<file path="config.mk">
export PLATFORM = sky130hd
export DESIGN_NAME = gcd_and_lcm_unit
export DESIGN_NICKNAME = d
export VERILOG_FILES = /design/src/gal_pkg.sv /design/src/gal_div.sv /design/src/gcd_and_lcm_unit.sv
export SDC_FILE = /design/constraint.sdc
export NUM_CORES = 2
export LEC_CHECK = 0
export ABC_AREA = 0
export CORE_ASPECT_RATIO = 0.75
export CORE_MARGIN = 1.5
export CORE_UTILIZATION = 60
export CTS_BUF_LIST = sky130_fd_sc_hd__clkbuf_4 sky130_fd_sc_hd__clkbuf_8
export DETAILED_ROUTE_END_ITERATION = 8
export DONT_BUFFER_PORTS = 1
export PLACE_DENSITY = 0.75
export SKIP_LAST_GASP = 1
export SYNTH_ARGS = -nofsm -noshare
export SYNTH_HDL_FRONTEND = slang
export SYNTH_SLANG_ARGS = --single-unit
</file>
<file path="constraint.sdc">
create_clock -name clk -period 10.5 [get_ports clk]
set_input_delay 1.575 -clock clk [delete_from_list [all_inputs] [get_ports clk]]
set_output_delay 1.575 -clock clk [all_outputs]
set_load 0.02 [all_outputs]
</file>
<file path="src/gal_pkg.sv">
// ----------------------------------------------------------------------------
// GCD and LCM unit package
// Types and fixed field widths shared by the GCD and LCM unit files.
// ----------------------------------------------------------------------------
package gal_pkg;

  localparam int unsigned FIELD_W     = 32;  // operand and gcd field width
  localparam int unsigned LCM_W       = 64;  // lcm field width
  localparam int unsigned IN_TDATA_W  = 2 * FIELD_W;
  localparam int unsigned OUT_TDATA_W = FIELD_W + LCM_W;

  typedef enum logic [2:0] {
    ST_IDLE,
    ST_EUC,
    ST_EUC_WAIT,
    ST_LCM_WAIT,
    ST_MUL,
    ST_DONE
  } gal_state_t;

  // Divider status toward the sequencer
  typedef struct packed {
    logic busy;
    logic done;
  } gal_div_sts_t;

endpackage

</file>
<file path="src/gal_div.sv">
// ----------------------------------------------------------------------------
// GCD and LCM unit divider
// Restoring unsigned divider, one quotient bit per cycle.
// ----------------------------------------------------------------------------
module gal_div #(
  parameter int unsigned W = 32
) (
  input  logic                 clk,
  input  logic                 rst_n,
  input  logic                 start,
  input  logic [W-1:0]         dividend,
  input  logic [W-1:0]         divisor,
  output logic [W-1:0]         quotient,
  output logic [W-1:0]         remainder,
  output gal_pkg::gal_div_sts_t sts
);
  import gal_pkg::*;

  localparam int unsigned CW = $clog2(W);

  logic [W-1:0]  quo_r, quo_nxt;
  logic [W-1:0]  rem_r, rem_nxt;
  logic [W-1:0]  dvs_r, dvs_nxt;
  logic [CW-1:0] cnt_r, cnt_nxt;
  logic          busy_r, busy_nxt;
  logic          done_r, done_nxt;
  logic [W:0]    trial;
  logic [W:0]    diff;

  assign trial = {rem_r, quo_r[W-1]};
  assign diff  = trial - {1'b0, dvs_r};

  always_comb begin
    quo_nxt  = quo_r;
    rem_nxt  = rem_r;
    dvs_nxt  = dvs_r;
    cnt_nxt  = cnt_r;
    busy_nxt = busy_r;
    done_nxt = 1'b0;
    if (start) begin
      quo_nxt  = dividend;
      rem_nxt  = '0;
      dvs_nxt  = divisor;
      cnt_nxt  = '0;
      busy_nxt = 1'b1;
    end else if (busy_r) begin
      // shift in next dividend bit, subtract when it fits
      if (!diff[W]) begin
        rem_nxt = diff[W-1:0];
        quo_nxt = {quo_r[W-2:0], 1'b1};
      end else begin
        rem_nxt = trial[W-1:0];
        quo_nxt = {quo_r[W-2:0], 1'b0};
      end
      cnt_nxt = cnt_r + CW'(1);
      if (cnt_r == CW'(W - 1)) begin
        busy_nxt = 1'b0;
        done_nxt = 1'b1;
      end
    end
  end

  always_ff @(posedge clk) begin
    if (!rst_n) begin
      busy_r <= 1'b0;
      done_r <= 1'b0;
    end else begin
      busy_r <= busy_nxt;
      done_r <= done_nxt;
    end
  end

  always_ff @(posedge clk) begin
    quo_r <= quo_nxt;
    rem_r <= rem_nxt;
    dvs_r <= dvs_nxt;
    cnt_r <= cnt_nxt;
  end

  assign quotient  = quo_r;
  assign remainder = rem_r;
  assign sts.busy  = busy_r;
  assign sts.done  = done_r;

endmodule

</file>
<file path="src/gcd_and_lcm_unit.sv">
// ----------------------------------------------------------------------------
// GCD and LCM unit
// Greatest common divisor by Euclid's remainder rule and least common
// multiple as (a / gcd) * b, on one shared iterative divider.
// ----------------------------------------------------------------------------
// The unit takes one request of two unsigned operands and returns one result
// holding their gcd, their lcm and a flag for the case of both operands zero
// (then gcd and lcm are both 0). Only the low OPERAND_WIDTH bits of each
// operand are used; above 32 all 32 bits of the field take part, and the lcm
// then always fits its 64 bits. The Euclid loop takes k remainder steps,
// with k at most 46 for 32-bit operands; a request with both operands zero
// skips the divider. The single restoring divider produces one quotient bit
// per cycle and serves every Euclid remainder as well as the final a / gcd.
// The unit holds in_tready low from the accepted request until its result
// moves to the output register; the next request is taken while a result
// still waits there.
module gcd_and_lcm_unit #(
  parameter int unsigned OPERAND_WIDTH = 32
) (
  input  logic                             clk,
  input  logic                             rst_n,
  // slave side
  input  logic                             in_tvalid,
  output logic                             in_tready,
  input  logic [gal_pkg::IN_TDATA_W-1:0]   in_tdata,   // operand_a, operand_b
  // master side
  output logic                             out_tvalid,
  input  logic                             out_tready,
  output logic [gal_pkg::OUT_TDATA_W-1:0]  out_tdata,  // gcd_value, lcm_value
  output logic                             out_tuser   // both_zero
);
  import gal_pkg::*;

  // used operand width: the input fields carry no more than FIELD_W bits
  localparam int unsigned OW = (OPERAND_WIDTH < FIELD_W) ? OPERAND_WIDTH : FIELD_W;

  gal_state_t state_r, state_nxt;

  logic [OW-1:0]   a_r, a_nxt;        // masked operand a, kept for a / gcd
  logic [OW-1:0]   b_r, b_nxt;        // masked operand b, kept for the product
  logic [OW-1:0]   x_r, x_nxt;        // Euclid pair
  logic [OW-1:0]   y_r, y_nxt;
  logic [OW-1:0]   g_r, g_nxt;        // gcd
  logic [OW-1:0]   quo_r, quo_nxt;    // a / gcd
  logic [2*OW-1:0] prod_r, prod_nxt;  // lcm
  logic            zero_r, zero_nxt;

  logic                out_valid_r, out_valid_nxt;
  logic [FIELD_W-1:0]  out_gcd_r, out_gcd_nxt;
  logic [LCM_W-1:0]    out_lcm_r, out_lcm_nxt;
  logic                out_zero_r, out_zero_nxt;

  logic [OW-1:0] op_a;
  logic [OW-1:0] op_b;

  // shared divider
  logic          div_start;
  logic [OW-1:0] div_dividend;
  logic [OW-1:0] div_divisor;
  logic [OW-1:0] div_quo;
  logic [OW-1:0] div_rem;
  gal_div_sts_t  div_sts;

  gal_div #(
    .W (OW)
  ) u_div (
    .clk       (clk),
    .rst_n     (rst_n),
    .start     (div_start),
    .dividend  (div_dividend),
    .divisor   (div_divisor),
    .quotient  (div_quo),
    .remainder (div_rem),
    .sts       (div_sts)
  );

  // drop operand bits above the used width
  assign op_a = in_tdata[OW-1:0];
  assign op_b = in_tdata[FIELD_W +: OW];

  assign in_tready = (state_r == ST_IDLE);

  always_comb begin
    state_nxt     = state_r;
    a_nxt         = a_r;
    b_nxt         = b_r;
    x_nxt         = x_r;
    y_nxt         = y_r;
    g_nxt         = g_r;
    quo_nxt       = quo_r;
    prod_nxt      = prod_r;
    zero_nxt      = zero_r;
    out_valid_nxt = out_valid_r;
    out_gcd_nxt   = out_gcd_r;
    out_lcm_nxt   = out_lcm_r;
    out_zero_nxt  = out_zero_r;
    div_start     = 1'b0;
    div_dividend  = x_r;
    div_divisor   = y_r;

    // retire the waiting result once the sink takes it
    if (out_valid_r && out_tready) begin
      out_valid_nxt = 1'b0;
    end

    unique case (state_r)
      ST_IDLE: begin
        if (in_tvalid) begin
          a_nxt    = op_a;
          b_nxt    = op_b;
          x_nxt    = op_a;
          y_nxt    = op_b;
          zero_nxt = (op_a == '0) && (op_b == '0);
          if ((op_a == '0) && (op_b == '0)) begin
            // both zero: gcd and lcm are 0, skip the divider
            g_nxt     = '0;
            prod_nxt  = '0;
            state_nxt = ST_DONE;
          end else begin
            state_nxt = ST_EUC;
          end
        end
      end
      ST_EUC: begin
        div_start = 1'b1;
        if (y_r == '0) begin
          // Euclid finished: x holds the gcd, now form a / gcd
          g_nxt        = x_r;
          div_dividend = a_r;
          div_divisor  = x_r;
          state_nxt    = ST_LCM_WAIT;
        end else begin
          state_nxt = ST_EUC_WAIT;
        end
      end
      ST_EUC_WAIT: begin
        if (div_sts.done) begin
          x_nxt     = y_r;
          y_nxt     = div_rem;
          state_nxt = ST_EUC;
        end
      end
      ST_LCM_WAIT: begin
        if (div_sts.done) begin
          quo_nxt   = div_quo;
          state_nxt = ST_MUL;
        end
      end
      ST_MUL: begin
        prod_nxt  = {{OW{1'b0}}, quo_r} * {{OW{1'b0}}, b_r};
        state_nxt = ST_DONE;
      end
      ST_DONE: begin
        // hold the result until the output register is free
        if (!out_valid_r || out_tready) begin
          out_valid_nxt = 1'b1;
          out_gcd_nxt   = FIELD_W'(g_r);
          out_lcm_nxt   = LCM_W'(prod_r);
          out_zero_nxt  = zero_r;
          state_nxt     = ST_IDLE;
        end
      end
      default: begin
        state_nxt = ST_IDLE;
      end
    endcase
  end

  always_ff @(posedge clk) begin
    if (!rst_n) begin
      state_r     <= ST_IDLE;
      out_valid_r <= 1'b0;
    end else begin
      state_r     <= state_nxt;
      out_valid_r <= out_valid_nxt;
    end
  end

  always_ff @(posedge clk) begin
    a_r        <= a_nxt;
    b_r        <= b_nxt;
    x_r        <= x_nxt;
    y_r        <= y_nxt;
    g_r        <= g_nxt;
    quo_r      <= quo_nxt;
    prod_r     <= prod_nxt;
    zero_r     <= zero_nxt;
    out_gcd_r  <= out_gcd_nxt;
    out_lcm_r  <= out_lcm_nxt;
    out_zero_r <= out_zero_nxt;
  end

  assign out_tvalid = out_valid_r;
  assign out_tdata  = {out_lcm_r, out_gcd_r};
  assign out_tuser  = out_zero_r;

endmodule

</file>
==> run_results.csv <==
group,metric,value,unit
grt,grt_max_degree,66,
logic_synthesis,synth_async_sr_flop_share,0,
sta,setup_viol,0,
sta,clock-skew-final,76.2,ps
floorplan,die-width,343,um
floorplan,io_pins,167,
logic_synthesis,syn_inst,5000,
placed_design,post-place-ws,2070,ps
logic_synthesis,yosysUniqueCellTypes,69,
finish,mostFrequentLayoutCells,"927 x inv_1, 897 x fa_1, 600 x and2_1",
worst_hold_path,worstHoldPathCells,0,
route,wl_per_cell,25.2,um
grt,grtUsageMet3,0.140,
cts,cts_root_buf,"clkbuf_8",
cts,cts_setup_buffers,0,
logic_synthesis,synth_ff_type,"edfxtp_1",
placed_design,gp_congestion,1.00,
status,status,"complete, but fails checks",
finish,layout.area.seq,0.0134,mm^2
grt,use_met1,0.543,
sta,whs,406,ps
sta,fmax,115,MHz
worst_setup_path,crit_type,"flip-flop to flip-flop",
route,drt_wl_total,154000,um
floorplan,rows,93,
floorplan,fp.dieH,258,um
floorplan,die_area,0.0885,mm^2
placed_design,port_buffers,0,
worst_setup_path,cp.arrival,9110,ps
sta,hold_viol_final,0,
cts,max-clock-path-buffers,3,
grt,top_usage_layer,"met1",
worst_setup_path,cp_num_buf_inv,4,
sta,post-route-period-util,0.827,
finish,multiInputGateArea,0.0341,mm^2
logic_synthesis,synth-edff-count,418,
finish,drive_gt1_frac,0.0619,
finish,area_delta_synth_final,5.24,%
grt,grt_first_pass_wirelength,233000,um
route,antenna_left,0,
logic_synthesis,ys_ff_latch,461,
route,dr.pass1.iters,8,
worst_setup_path,r2r_cells,22,
run,max-cap-violations,0,
sta,rsz0062_at_grt,"false",
worst_setup_path,cp_slowest_stage_delay,1160,ps
status,violations,"design-rule violations",
sta,worstMarginPinSlew,1300,ps
cts,numClockSinks,461,
cts,cts_resized,0,
cts,insertion_delay,740,ps
cts,cts_made_buffers,74,
worst_setup_path,worstPathRequired,10930,ps
logic_synthesis,syn_area,0.0520,mm^2
worst_setup_path,start_kind,"flip-flop",
sta,setup_slack,1820,ps
worst_setup_path,critPathSlowestCell,"edfxtp_1",
worst_setup_path,end_kind,"flip-flop",
grt,overflow,0,
sta,fin_crit,8680,ps
logic_synthesis,syn-num-nets,6262,
worst_setup_path,path_max_fanout,19,
placed_design,post-place-cells,5961,
finish,reg.largest.list,"out_lcm_r: 64 flops, prod_r: 64 flops",
cts,cts_hold_repair.buffers,0,
cts,htree_levels,3,
logic_synthesis,seq_area_frac_synth,0.258,
worst_setup_path,cp_top_family,"adder cells",
grt,antenna_found_initial,11,
logic_synthesis,syn-mean-instance-area,10.4,um^2
sta,drv_slew,0,
sta,tns,0,ps
grt,use_met2,0.479,
finish,nFillCells,6778,
finish,final_cells,6097,
cts,cts_tree,"yes",
placed_design,hpwl,119000,um
logic_synthesis,ys_warn_count,0,
grt,grt_pass1_vias,36868,
route,vias,36365,
worst_hold_path,min_path_type,"flip-flop to flip-flop",
cts,clkTransAtPathRegs,60,ps
route,routed_via_density,5.96,
finish,final_nets,6159,
worst_setup_path,cp.depth,22,
sta,slew_headroom,0.133,
finish,layout_commonest_cell,"inv_1",
floorplan,coreArea,0.0859,mm^2
worst_setup_path,cp_cell_sequence,"buf_4, nand2_1, fa_1, inv_1, fa_1, inv_1, fa_1, fa_1, inv_1, fa_1, fa_1, fa_1, ha_1, ha_1, and3_1, a31oi_1, o21ai_0, a2111oi_0, o21ai_0, a21oi_1, xor2_1, nor2_1",
grt,globalRouteTotalUtil,0.357,
floorplan,start_util,0.606,
route,dr.first_iter.drc_count,4113,
route,drc,15,
worst_setup_path,crit_top_cell,"fa_1",
## worst reg2reg max path, delay by kind of cell (launching register included)
kind	cells	cell delay, ps
AO/OA/AOI/OAI	5	1400
XOR/XNOR	1	180
AND/OR/NAND/NOR	3	490
flip-flops	1	1160
adder cells (fa/ha/maj)	9	4580
buffers and inverters	4	610
## final cells by class
cell class,count,area share
tap,1140,0.0261
clock buffer,111,0.0244
inverter,928,0.0636
timing repair buffer,91,0.0125
sequential,461,0.245
antenna,1,0.0000457
clock inverter,24,0.00510
multi-input combinational,3341,0.623
## synthesized netlist by cell type (64+ instances only)
master,n,area [um^2]
edfxtp_1,418,12600
mux2_2,64,721
nand2_1,544,2040
ha_1,297,3720
clkbuf_1,261,980
o21ai_0,123,616
a21o_1,83,623
a21oi_1,156,781
nor2_1,132,495
and2_1,601,3760
fa_1,897,18000
inv_1,927,3480
## per-stage QoR
step	cell area, um^2	utilization
after global routing	54700	0.637
after floorplan	52000	-
after global placement	53100	0.619
after CTS	54700	0.637
final	54700	0.637
after detailed placement	53100	0.619
## kinds of logic (layout without fill, tap and decap cells)
group / count (synthesis) / after routing / share of synthesized area
other cells: 0 / 1 / 0
mux: 106 / 106 / 0.0219
simple gates: 1485 / 1485 / 0.146
flops: 461 / 461 / 0.258
buf+inv: 1198 / 1154 / 0.0871
fa+ha+maj: 1194 / 1194 / 0.417
xor+xnor: 82 / 82 / 0.0142
compound gates: 474 / 474 / 0.0564
## routing by layer
metal | share of wire | up-vias | wire [um]
li1 | - | 15366 | -
met1 | 0.42 | 18351 | 64300
met2 | 0.40 | 2389 | 61000
met3 | 0.16 | 253 | 24500
met4 | 0.026 | 6 | 4040
met5 | 0.00029 | - | 45
## final timing paths
path	slack, ps	end	start
worst min-delay path	410	out_gcd_r[25]	g_r[25]
worst min register to register	410	out_gcd_r[25]	g_r[25]
worst max register to register	1820	prod_r[62]	quo_r[30]
worst max-delay path	1820	prod_r[62]	quo_r[30]
Power is left out: the tool's default activity adds up to more than one toggle a clock period on the data nets, which glitch-free logic cannot reach.
